## src/design/fcull_pkg.sv

```systemverilog
`timescale 1ns / 1ps

package fcull_pkg;

  // Geometry widths.
  localparam int COORD_WIDTH = 16;
  localparam int RAD_W       = COORD_WIDTH - 1;
  localparam int NORM_W      = 16;               // Q2.14 normal component
  localparam int OFS_W       = 16;               // Q12.4 offset
  localparam int FRAC_SHIFT  = 14;               // scales Q.4 up to Q.18
  localparam int NUM_FACES   = 6;

  // Coefficient register layout.
  localparam int CFG_W     = 64;
  localparam int CFG_IDX_W = $clog2(NUM_FACES);
  localparam int NX_LSB    = 0;
  localparam int NY_LSB    = 16;
  localparam int NZ_LSB    = 32;
  localparam int OFS_LSB   = 48;

  // Arithmetic widths.
  localparam int PROD_W = COORD_WIDTH + NORM_W;
  localparam int THR_W  = ((COORD_WIDTH > OFS_W) ? COORD_WIDTH : OFS_W) + 1;
  localparam int CMP_W  = (((PROD_W + 2) > (THR_W + FRAC_SHIFT)) ?
                           (PROD_W + 2) : (THR_W + FRAC_SHIFT)) + 1;

  // Stream packing: kind travels in tuser, geometry in tdata.
  localparam int KIND_W    = 2;
  localparam int S_TUSER_W = KIND_W;
  localparam int IN_BITS   = 6 * COORD_WIDTH + RAD_W;
  localparam int S_TDATA_W = ((IN_BITS + 7) / 8) * 8;
  localparam int M_TDATA_W = 8;

  localparam int POS_X_LSB  = 0;
  localparam int POS_Y_LSB  = COORD_WIDTH;
  localparam int POS_Z_LSB  = 2 * COORD_WIDTH;
  localparam int FAR_X_LSB  = 3 * COORD_WIDTH;
  localparam int FAR_Y_LSB  = 4 * COORD_WIDTH;
  localparam int FAR_Z_LSB  = 5 * COORD_WIDTH;
  localparam int RADIUS_LSB = 6 * COORD_WIDTH;

  typedef enum logic [KIND_W-1:0] {
    KIND_NOOP   = 2'd0,
    KIND_SPHERE = 2'd1,
    KIND_BOX    = 2'd2,
    KIND_POINT  = 2'd3
  } kind_e;

  typedef struct packed {
    kind_e                         kind;
    logic signed [COORD_WIDTH-1:0] pos_x;
    logic signed [COORD_WIDTH-1:0] pos_y;
    logic signed [COORD_WIDTH-1:0] pos_z;
    logic signed [COORD_WIDTH-1:0] far_x;
    logic signed [COORD_WIDTH-1:0] far_y;
    logic signed [COORD_WIDTH-1:0] far_z;
    logic        [RAD_W-1:0]       radius;
    logic                          visible;
  } item_t;

  // Coordinate that maximizes coord * n along one axis for a box; the
  // given position for every other kind.
  function automatic logic signed [COORD_WIDTH-1:0] pick_coord(
    input kind_e                         kind,
    input logic signed [COORD_WIDTH-1:0] lo,
    input logic signed [COORD_WIDTH-1:0] hi,
    input logic                          n_neg
  );
    logic signed [COORD_WIDTH-1:0] big;
    logic signed [COORD_WIDTH-1:0] sml;
    big = (lo > hi) ? lo : hi;
    sml = (lo > hi) ? hi : lo;
    if (kind == KIND_BOX) begin
      return n_neg ? sml : big;
    end
    return lo;
  endfunction

endpackage

```

## src/design/fcull_cell.sv

```systemverilog
`timescale 1ns / 1ps

module fcull_cell import fcull_pkg::*; (
  input  logic             clk_i,
  input  logic             rst_ni,
  input  logic             cfg_we_i,
  input  logic [CFG_W-1:0] cfg_data_i,
  input  logic             valid_i,
  output logic             ready_o,
  input  item_t            item_i,
  output logic             valid_o,
  input  logic             ready_i,
  output item_t            item_o
);

  logic [CFG_W-1:0] face_q;

  logic signed [NORM_W-1:0] nx, ny, nz;
  logic signed [OFS_W-1:0]  ofs;

  logic signed [COORD_WIDTH-1:0] cx, cy, cz;
  logic signed [PROD_W-1:0]      px_d, py_d, pz_d;
  logic signed [THR_W-1:0]       thr_d;

  logic                     a_valid_q;
  item_t                    a_item_q;
  logic signed [PROD_W-1:0] a_px_q, a_py_q, a_pz_q;
  logic signed [THR_W-1:0]  a_thr_q;

  logic  b_valid_q;
  item_t b_item_q;

  logic                    adv_b;
  logic                    load_a;
  logic signed [CMP_W-1:0] sum;
  logic signed [CMP_W-1:0] lim;
  logic                    pass;
  item_t                   b_item_d;

  assign nx  = face_q[NX_LSB +: NORM_W];
  assign ny  = face_q[NY_LSB +: NORM_W];
  assign nz  = face_q[NZ_LSB +: NORM_W];
  assign ofs = face_q[OFS_LSB +: OFS_W];

  // Stage A: pick the corner and form the three axis products.
  assign cx = pick_coord(item_i.kind, item_i.pos_x, item_i.far_x, nx[NORM_W-1]);
  assign cy = pick_coord(item_i.kind, item_i.pos_y, item_i.far_y, ny[NORM_W-1]);
  assign cz = pick_coord(item_i.kind, item_i.pos_z, item_i.far_z, nz[NORM_W-1]);

  assign px_d = PROD_W'(cx) * PROD_W'(nx);
  assign py_d = PROD_W'(cy) * PROD_W'(ny);
  assign pz_d = PROD_W'(cz) * PROD_W'(nz);

  // A sphere folds its radius into the threshold.
  assign thr_d = (item_i.kind == KIND_SPHERE) ?
                 (THR_W'(ofs) - THR_W'($signed({1'b0, item_i.radius}))) :
                 THR_W'(ofs);

  // Stage B: sum and compare against the threshold at Q.18.
  assign sum = CMP_W'(a_px_q) + CMP_W'(a_py_q) + CMP_W'(a_pz_q);
  assign lim = CMP_W'(a_thr_q) <<< FRAC_SHIFT;

  always_comb begin
    case (a_item_q.kind)
      KIND_SPHERE: pass = (sum > lim);
      KIND_BOX,
      KIND_POINT:  pass = (sum >= lim);
      default:     pass = 1'b1;
    endcase
  end

  always_comb begin
    b_item_d         = a_item_q;
    b_item_d.visible = a_item_q.visible & pass;
  end

  assign adv_b   = !b_valid_q || ready_i;
  assign ready_o = !a_valid_q || adv_b;
  assign load_a  = valid_i && ready_o;

  always_ff @(posedge clk_i or negedge rst_ni) begin
    if (!rst_ni) begin
      face_q    <= '0;
      a_valid_q <= 1'b0;
      b_valid_q <= 1'b0;
    end else begin
      if (cfg_we_i) begin
        face_q <= cfg_data_i;
      end
      if (ready_o) begin
        a_valid_q <= valid_i;
      end
      if (adv_b) begin
        b_valid_q <= a_valid_q;
      end
    end
  end

  always_ff @(posedge clk_i) begin
    if (load_a) begin
      a_item_q <= item_i;
      a_px_q   <= px_d;
      a_py_q   <= py_d;
      a_pz_q   <= pz_d;
      a_thr_q  <= thr_d;
    end
    if (adv_b && a_valid_q) begin
      b_item_q <= b_item_d;
    end
  end

  assign valid_o = b_valid_q;
  assign item_o  = b_item_q;

endmodule

```

## config.mk

```make
export PLATFORM = sky130hd
export DESIGN_NAME = fcull_cell
export DESIGN_NICKNAME = d
export VERILOG_FILES = /design/src/design/fcull_pkg.sv /design/src/design/fcull_cell.sv
export SDC_FILE = /design/constraint.sdc
export NUM_CORES = 2
export LEC_CHECK = 0
export ABC_AREA = 1
export BUFFER_PORTS_ARGS = -buffer_cell sky130_fd_sc_hd__buf_2
export CORE_AREA = 2 2 297 299
export DETAILED_ROUTE_END_ITERATION = 10
export DIE_AREA = 0 0 299 301
export PLACE_DENSITY_LB_ADDON = 0.12
export SETUP_SLACK_MARGIN = 0.4
export SLEW_MARGIN = 20
export SYNTH_ARGS = -nofsm -noshare
export SYNTH_HDL_FRONTEND = slang
export SYNTH_SLANG_ARGS = --single-unit
```

## constraint.sdc

```tcl
create_clock -name clk_i -period 8.2 [get_ports clk_i]
set_clock_uncertainty 0.15 [all_clocks]
set_input_delay 0.82 -clock clk_i [delete_from_list [all_inputs] [get_ports clk_i]]
set_output_delay 0.82 -clock clk_i [all_outputs]
set_load 0.005 [all_outputs]
```

Yosys cells after proc, flatten, opt, wreduce, memory -nomap -nowiden
Cells that the tools add are included.
Widths: inputs -> output; s select.
{"block": "classes", "add_sub_neg": 3, "mul": 3, "div_mod_pow": 0, "n_lt_le_gt_ge": 5, "n_eq_ne": 5, "n_shift": 0, "mux": 18, "bitwise": 1, "reduce_logical": 7}
{"op": "$mux 16", "n": 15}
{"op": "$mul 16x16->32", "n": 3}
{"op": "$gt 16x16->1", "n": 3}
{"op": "$add 33x32->34", "n": 1}
{"op": "$ge 34x31->1", "n": 1}
{"op": "$gt 34x31->1", "n": 1}
{"op": "$add 32x32->33", "n": 1}
{"op": "$mux 17", "n": 1}
{"op": "$sub 16x16->17", "n": 1}
{"op": "$eq 2x2->1 const B", "n": 3}
{"op": "$eq 2x1->1 const B", "n": 2}
{"op": "$logic_and 1x1->1", "n": 2}
{"op": "$logic_not 1->1", "n": 2}
{"op": "$logic_or 1x1->1", "n": 2}
{"op": "$pmux 1 s2", "n": 1}
{"op": "$reduce_or 2->1", "n": 1}
{"op": "$and 1x1->1", "n": 1}
{"op": "$mux 1", "n": 1}
{"block": "totals", "reg_bits": 407, "latch_bits": 0, "ram_bits": 0, "rom_bits": 0, "in_bits": 183, "output_inout_bits": 116, "elab_cells": 67, "n_memories": 0}

Logic depth before layout (Yosys ltp)
{"block": "depth", "depth_word": 6, "ltp_mapped": 43, "depth_no_buf": 41}

Worst setup path after synthesis
Ideal clock, no wire load.
{"block": "synth_path", "kind": "input-to-reg", "start": "input item_i[30] (netlist name)", "end": "register a_pz_q[29], data pin", "setup_time_ns": 0.259, "t_arrival_ns": 7.617, "required_ns": 7.791, "setup_slack_ns": 0.174, "path_stages": 36, "path_buffers": 2, "path_cell_list": "clkbuf_1 > inv_1 > ha_1 > nand2_1 > nor4_2 > nand2_1 > nand2_1 > nand2_1 > nand2_1 > nand2_1 > nand2_2 > nand3_4 > nand2_1 > nand2_1 > buf_2 > nor2_1 > fa_1 > fa_1 > fa_1 > fa_1 > fa_1 > inv_1 > fa_1 > inv_1 > ha_1 > nand2_1 > nor2_1 > inv_1 > nor3_1 > nand2_1 > o211ai_1 > nand2_1 > nand2_1 > nand2_1 > nand2_1 > xor2_1"}
{"block": "synth_between", "elab_chain_len": 6, "word_cells_on_any_way": 7, "cone_classes": "mul (1); order compare (1); mux (5)"}
{"item": "start: declaration", "line_no": "fcull_cell.sv:10", "rtl": "input item_t item_i,"}
{"item": "$gt 16x16->1", "line_no": "fcull_pkg.sv:71, fcull_pkg.sv:72"}
{"item": "$mux 16 (on tied branches)", "line_no": "fcull_pkg.sv:71, fcull_pkg.sv:72"}
{"item": "$mux 16 (*)", "line_no": "fcull_pkg.sv:74", "rtl": "return n_neg ? sml : big;"}
{"item": "$mux 16 (*)", "line_no": "fcull_pkg.sv:73", "rtl": "if (kind == KIND_BOX) begin"}
{"item": "$mux 16 (*)", "line_no": "fcull_pkg.sv:76", "rtl": "return lo;"}
{"item": "$mul 16x16->32 (*)", "line_no": "fcull_cell.sv:52", "rtl": "assign pz_d = PROD_W'(cz) * PROD_W'(nz);"}
{"item": "named net pz_d[29]", "line_no": "fcull_cell.sv:22", "rtl": "logic signed [PROD_W-1:0] px_d, py_d, pz_d;"}
{"item": "end signal: assignment", "line_no": "fcull_cell.sv:104", "rtl": "a_pz_q <= pz_d;"}
{"item": "end: declaration", "line_no": "fcull_cell.sv:27", "rtl": "logic signed [PROD_W-1:0] a_px_q, a_py_q, a_pz_q;"}
The timed path passes the listed nets; every way through them passes the cells marked *. The select of a mux whose other input is x is not followed.
A chain may end at the register's enable or synchronous reset.

Worst setup path in the final report
{"block": "layout_path", "start": "input item_i[37] (netlist name)", "end": "register a_py_q[28], data pin"}
{"block": "layout_between", "elab_chain_len": 6, "word_cells_on_any_way": 7, "cone_classes": "mul (1); order compare (1); mux (5)"}
{"item": "$gt 16x16->1", "line_no": "fcull_pkg.sv:71, fcull_pkg.sv:72"}
{"item": "$mux 16 (on tied branches)", "line_no": "fcull_pkg.sv:71, fcull_pkg.sv:72"}
{"item": "$mux 16 (*)", "line_no": "fcull_pkg.sv:74"}
{"item": "$mux 16 (*)", "line_no": "fcull_pkg.sv:73"}
{"item": "$mux 16 (*)", "line_no": "fcull_pkg.sv:76"}
{"item": "$mul 16x16->32 (*)", "line_no": "fcull_cell.sv:51", "rtl": "assign py_d = PROD_W'(cy) * PROD_W'(ny);"}
{"item": "named net py_d[28]", "line_no": "fcull_cell.sv:22"}
{"item": "end signal: assignment", "line_no": "fcull_cell.sv:103", "rtl": "a_py_q <= py_d;"}
{"item": "end: declaration", "line_no": "fcull_cell.sv:27"}
Marked as above.

==> flow_summary.yaml <==
clock_network:
  root_buffer: "clkbuf_16"
  cts_max_level: 2
  worstSkewPairLatency_ns: 0.66
  cts_sinks: 407
  clk_pin_slew_ns: 0.07
  clockBufferDepth: 3
  numCtsBuffers: 49
  cts_tree: "built"
yosys:
  ys_seq_area_share_pct: 24.7
  synthAdderAreaFrac_pct: 43.5
  synthMuxAreaShare_pct: 0.164
  synth_xor_area_share_pct: 2.62
  syn_nets: 6383
  synth_edf_count: 341
  synth_compound_area_share_pct: 6.93
  synth_area_leaders: "fa_1 34%, edfxtp_1 21%, ha_1 9.4%"
  synthCells: 5019
  yosysUniqueCellTypes: 45
  yosys_most_used_dff: "edfxtp_1"
  synth_area_um2: 48200
  synth_top_family_by_area: "adder cells"
  synth-seq-cells: 407
  synthArstFlopShare_pct: 16.2
  yosysTopAreaCell: "fa_1"
  avgSynthCellArea_um2: 9.59
  yosysTopAreaCellShare_pct: 34.1
  synth-simple-area-share_pct: 11.7
  yosysWarningCount: 0
placed_design:
  gp_congestion: 0.955
  hpwl_mm: 110
  port-buffer-count: 298
  place_area_um2: 52800
finish:
  stdcell_area_um2: 56600
  fill_cells: 7262
  layout_commonest_cell: "inv_1"
  seqCellArea_um2: 11900
  drive_gt1_share_pct: 16.8
  layout_common_cells: "1188 x inv_1, 813 x fa_1, 710 x nand2_1"
  syn2layout_area_growth_pct: 17.6
  finalNetCount: 6986
  multiInputGateArea_um2: 32400
sta:
  relSlewSlack_pct: 34.8
  rsz0062_at_grt: "yes"
  drv_slew: 0
  layout_min_cycle_time_ns: 7.61
  setup_viol: 0
  hold_violations: 0
  min_period_over_period_pct: 92.9
  max_freq_ghz: 0.131
  tightest_slew_ns: 0.978
  fin_setup_tns_ns: 0
global_routing:
  grt_pass1_wl_mm: 209
  grt_pass1_vias: 37700
  grt.total_usage_pct: 30.5
  antenna_found_initial: 7
  grt_overflow_total: 0
  grt_max_degree: 81
setup_path:
  crit_arrival_ns: 7.91
  r2r_start: "face_q[47]"
  crit_required_ns: 8.50
  critPathLaunch: "item_i[37]"
  max_stage_delay_ns: 0.53
  crit_path_top_delay_cell: "fa_1"
  end_kind: "flip-flop"
  startpoint_type: "primary input"
  crit_fanout: 8
  cp_common_cell: "fa_1"
  critPathKind: "primary input to flip-flop"
die:
  rows: 108
  dieArea_um2: 90000
  fp.coreArea_um2: 86500
  fp.dieW_um: 299
  initial_core_util_pct: 55.7
  die_y_um: 301
  ioPinCount: 299
min_path:
  min_from: "cfg_data_i[23]"
  hold_path.class: "primary input to flip-flop"
routing:
  drc_errors: 0
  vias_per_cell: 5.33
  wl_per_cell_um: 19.8
  drt_iter0_markers: 2725
  wl_mm: 135
  firstDrtPassIters: 6
  vias: 36400
  ant_nets: 0
flow_run:
  maxCapViolCount: 0
outcome:
  outcome: "finished, final reports clean"
[final cells by class]
type,instances,area share (%)
diodes,4,0.0177
clock buffers,66,2.31
flip-flops and latches,407,21.0
well taps,1155,2.55
clock inverters,25,0.528
repair buffers,658,8.39
inverters,1205,8.00
multi-input cells,3301,57.2
[what timing repair did]
item / CTS / global route
endpoints found under the hold margin: 1 / 0
setup buffers: 0 / 73
pin swaps: 0 / 60
gates resized for setup: 2 / 257
endpoints found under the setup margin: 2 / 46
gates cloned: 0 / 14
hold buffers: 1 / 0
[cells in the mapped netlist, types with 3 or more instances]
| library cell | instances |
|---|---|
| a21boi_0 | 4 |
| a21o_1 | 18 |
| a21oi_1 | 162 |
| a221oi_1 | 7 |
| a31oi_1 | 11 |
| buf_2 | 26 |
| buf_6 | 5 |
| clkbuf_1 | 75 |
| clkinv_1 | 9 |
| dfrtp_1 | 66 |
| edfxtp_1 | 341 |
| fa_1 | 820 |
| ha_1 | 361 |
| inv_1 | 1196 |
| mux2_2 | 7 |
| nand2_1 | 730 |
| nand2_2 | 11 |
| nand3_1 | 94 |
| nand3_2 | 3 |
| nand4_1 | 24 |
| nor2_1 | 526 |
| nor3_1 | 19 |
| nor4_1 | 8 |
| o2111ai_1 | 4 |
| o211ai_1 | 89 |
| o21a_1 | 6 |
| o21ai_0 | 146 |
| o21ai_1 | 34 |
| o21ai_2 | 31 |
| o21ai_4 | 8 |
| o21bai_1 | 13 |
| o22ai_1 | 3 |
| o31ai_1 | 5 |
| or2_2 | 3 |
| xnor2_1 | 59 |
| xor2_1 | 85 |
[registers in the layout, summed over array words and instances (netlist names)]
register   cells
face_q        64
a_pz_q        32
a_item_q     114
a_thr_q       17
a_px_q        32
a_valid_q      1
valid_o        1
a_py_q        32
item_o       114
[final timing paths]
check	end	cells past startpoint	slack, ns
worst min-delay path	face_q[23]	3	0.21
worst min register to register	item_o[87]	0	0.26
worst max register to register	a_pz_q[30]	22	0.85
worst max-delay path	a_py_q[28]	35	0.59
min in group asynchronous	face_q[31]	2	0.50
max in group asynchronous	face_q[62]	3	6.29
[routing by layer]
| layer | vias up | global-route usage [%] | wire, um |
|---|---|---|---|
| met3 | 268 | 6.98 | 10900 |
| met4 | 8 | 10.2 | 4450 |
| li1 | 16700 | - | - |
| met1 | 18100 | 41.9 | 57100 |
| met2 | 1284 | 48.3 | 62800 |
| met5 | - | 0 | 51 |
[cell families (layout without fill, tap and decap cells)]
family,Yosys count,after routing
AOI/OAI and AO/OA,544,545
xor gates and xnor gates,144,144
adders and majority gates,1181,1181
buffers and inverters,1313,1954
DFF,407,407
muxes,7,7
other,0,4
and+or+nand+nor,1423,1424
[metrics by stage]
| stage | hold slack [ns] | std cells | setup WS, ns | utilization [%] |
|---|---|---|---|---|
| global placement | 0.251 | 6638 | -0.411 | 61.1 |
| global route | 0.194 | 6820 | 0.303 | 65.5 |
| detailed placement | 0.255 | 6638 | -0.418 | 61.1 |
| CTS | 0.167 | 6730 | 0.380 | 63.0 |
| floorplan | 0.250 | 5019 | 0.405 | - |
| finish | 0.214 | 6821 | 0.586 | 65.5 |
[critical path: cells and delay by family]
kind                       cells  cell delay (ns)
buffers and inverters          8             0.87
AOI/OAI and AO/OA              5             0.99
xor gates and xnor gates       1             0.30
adders and majority gates      8             3.67
and+or+nand+nor               13             1.23
Power is not shown: default switching activity piles up to over one toggle a cycle in this logic, so the estimate is an artifact.
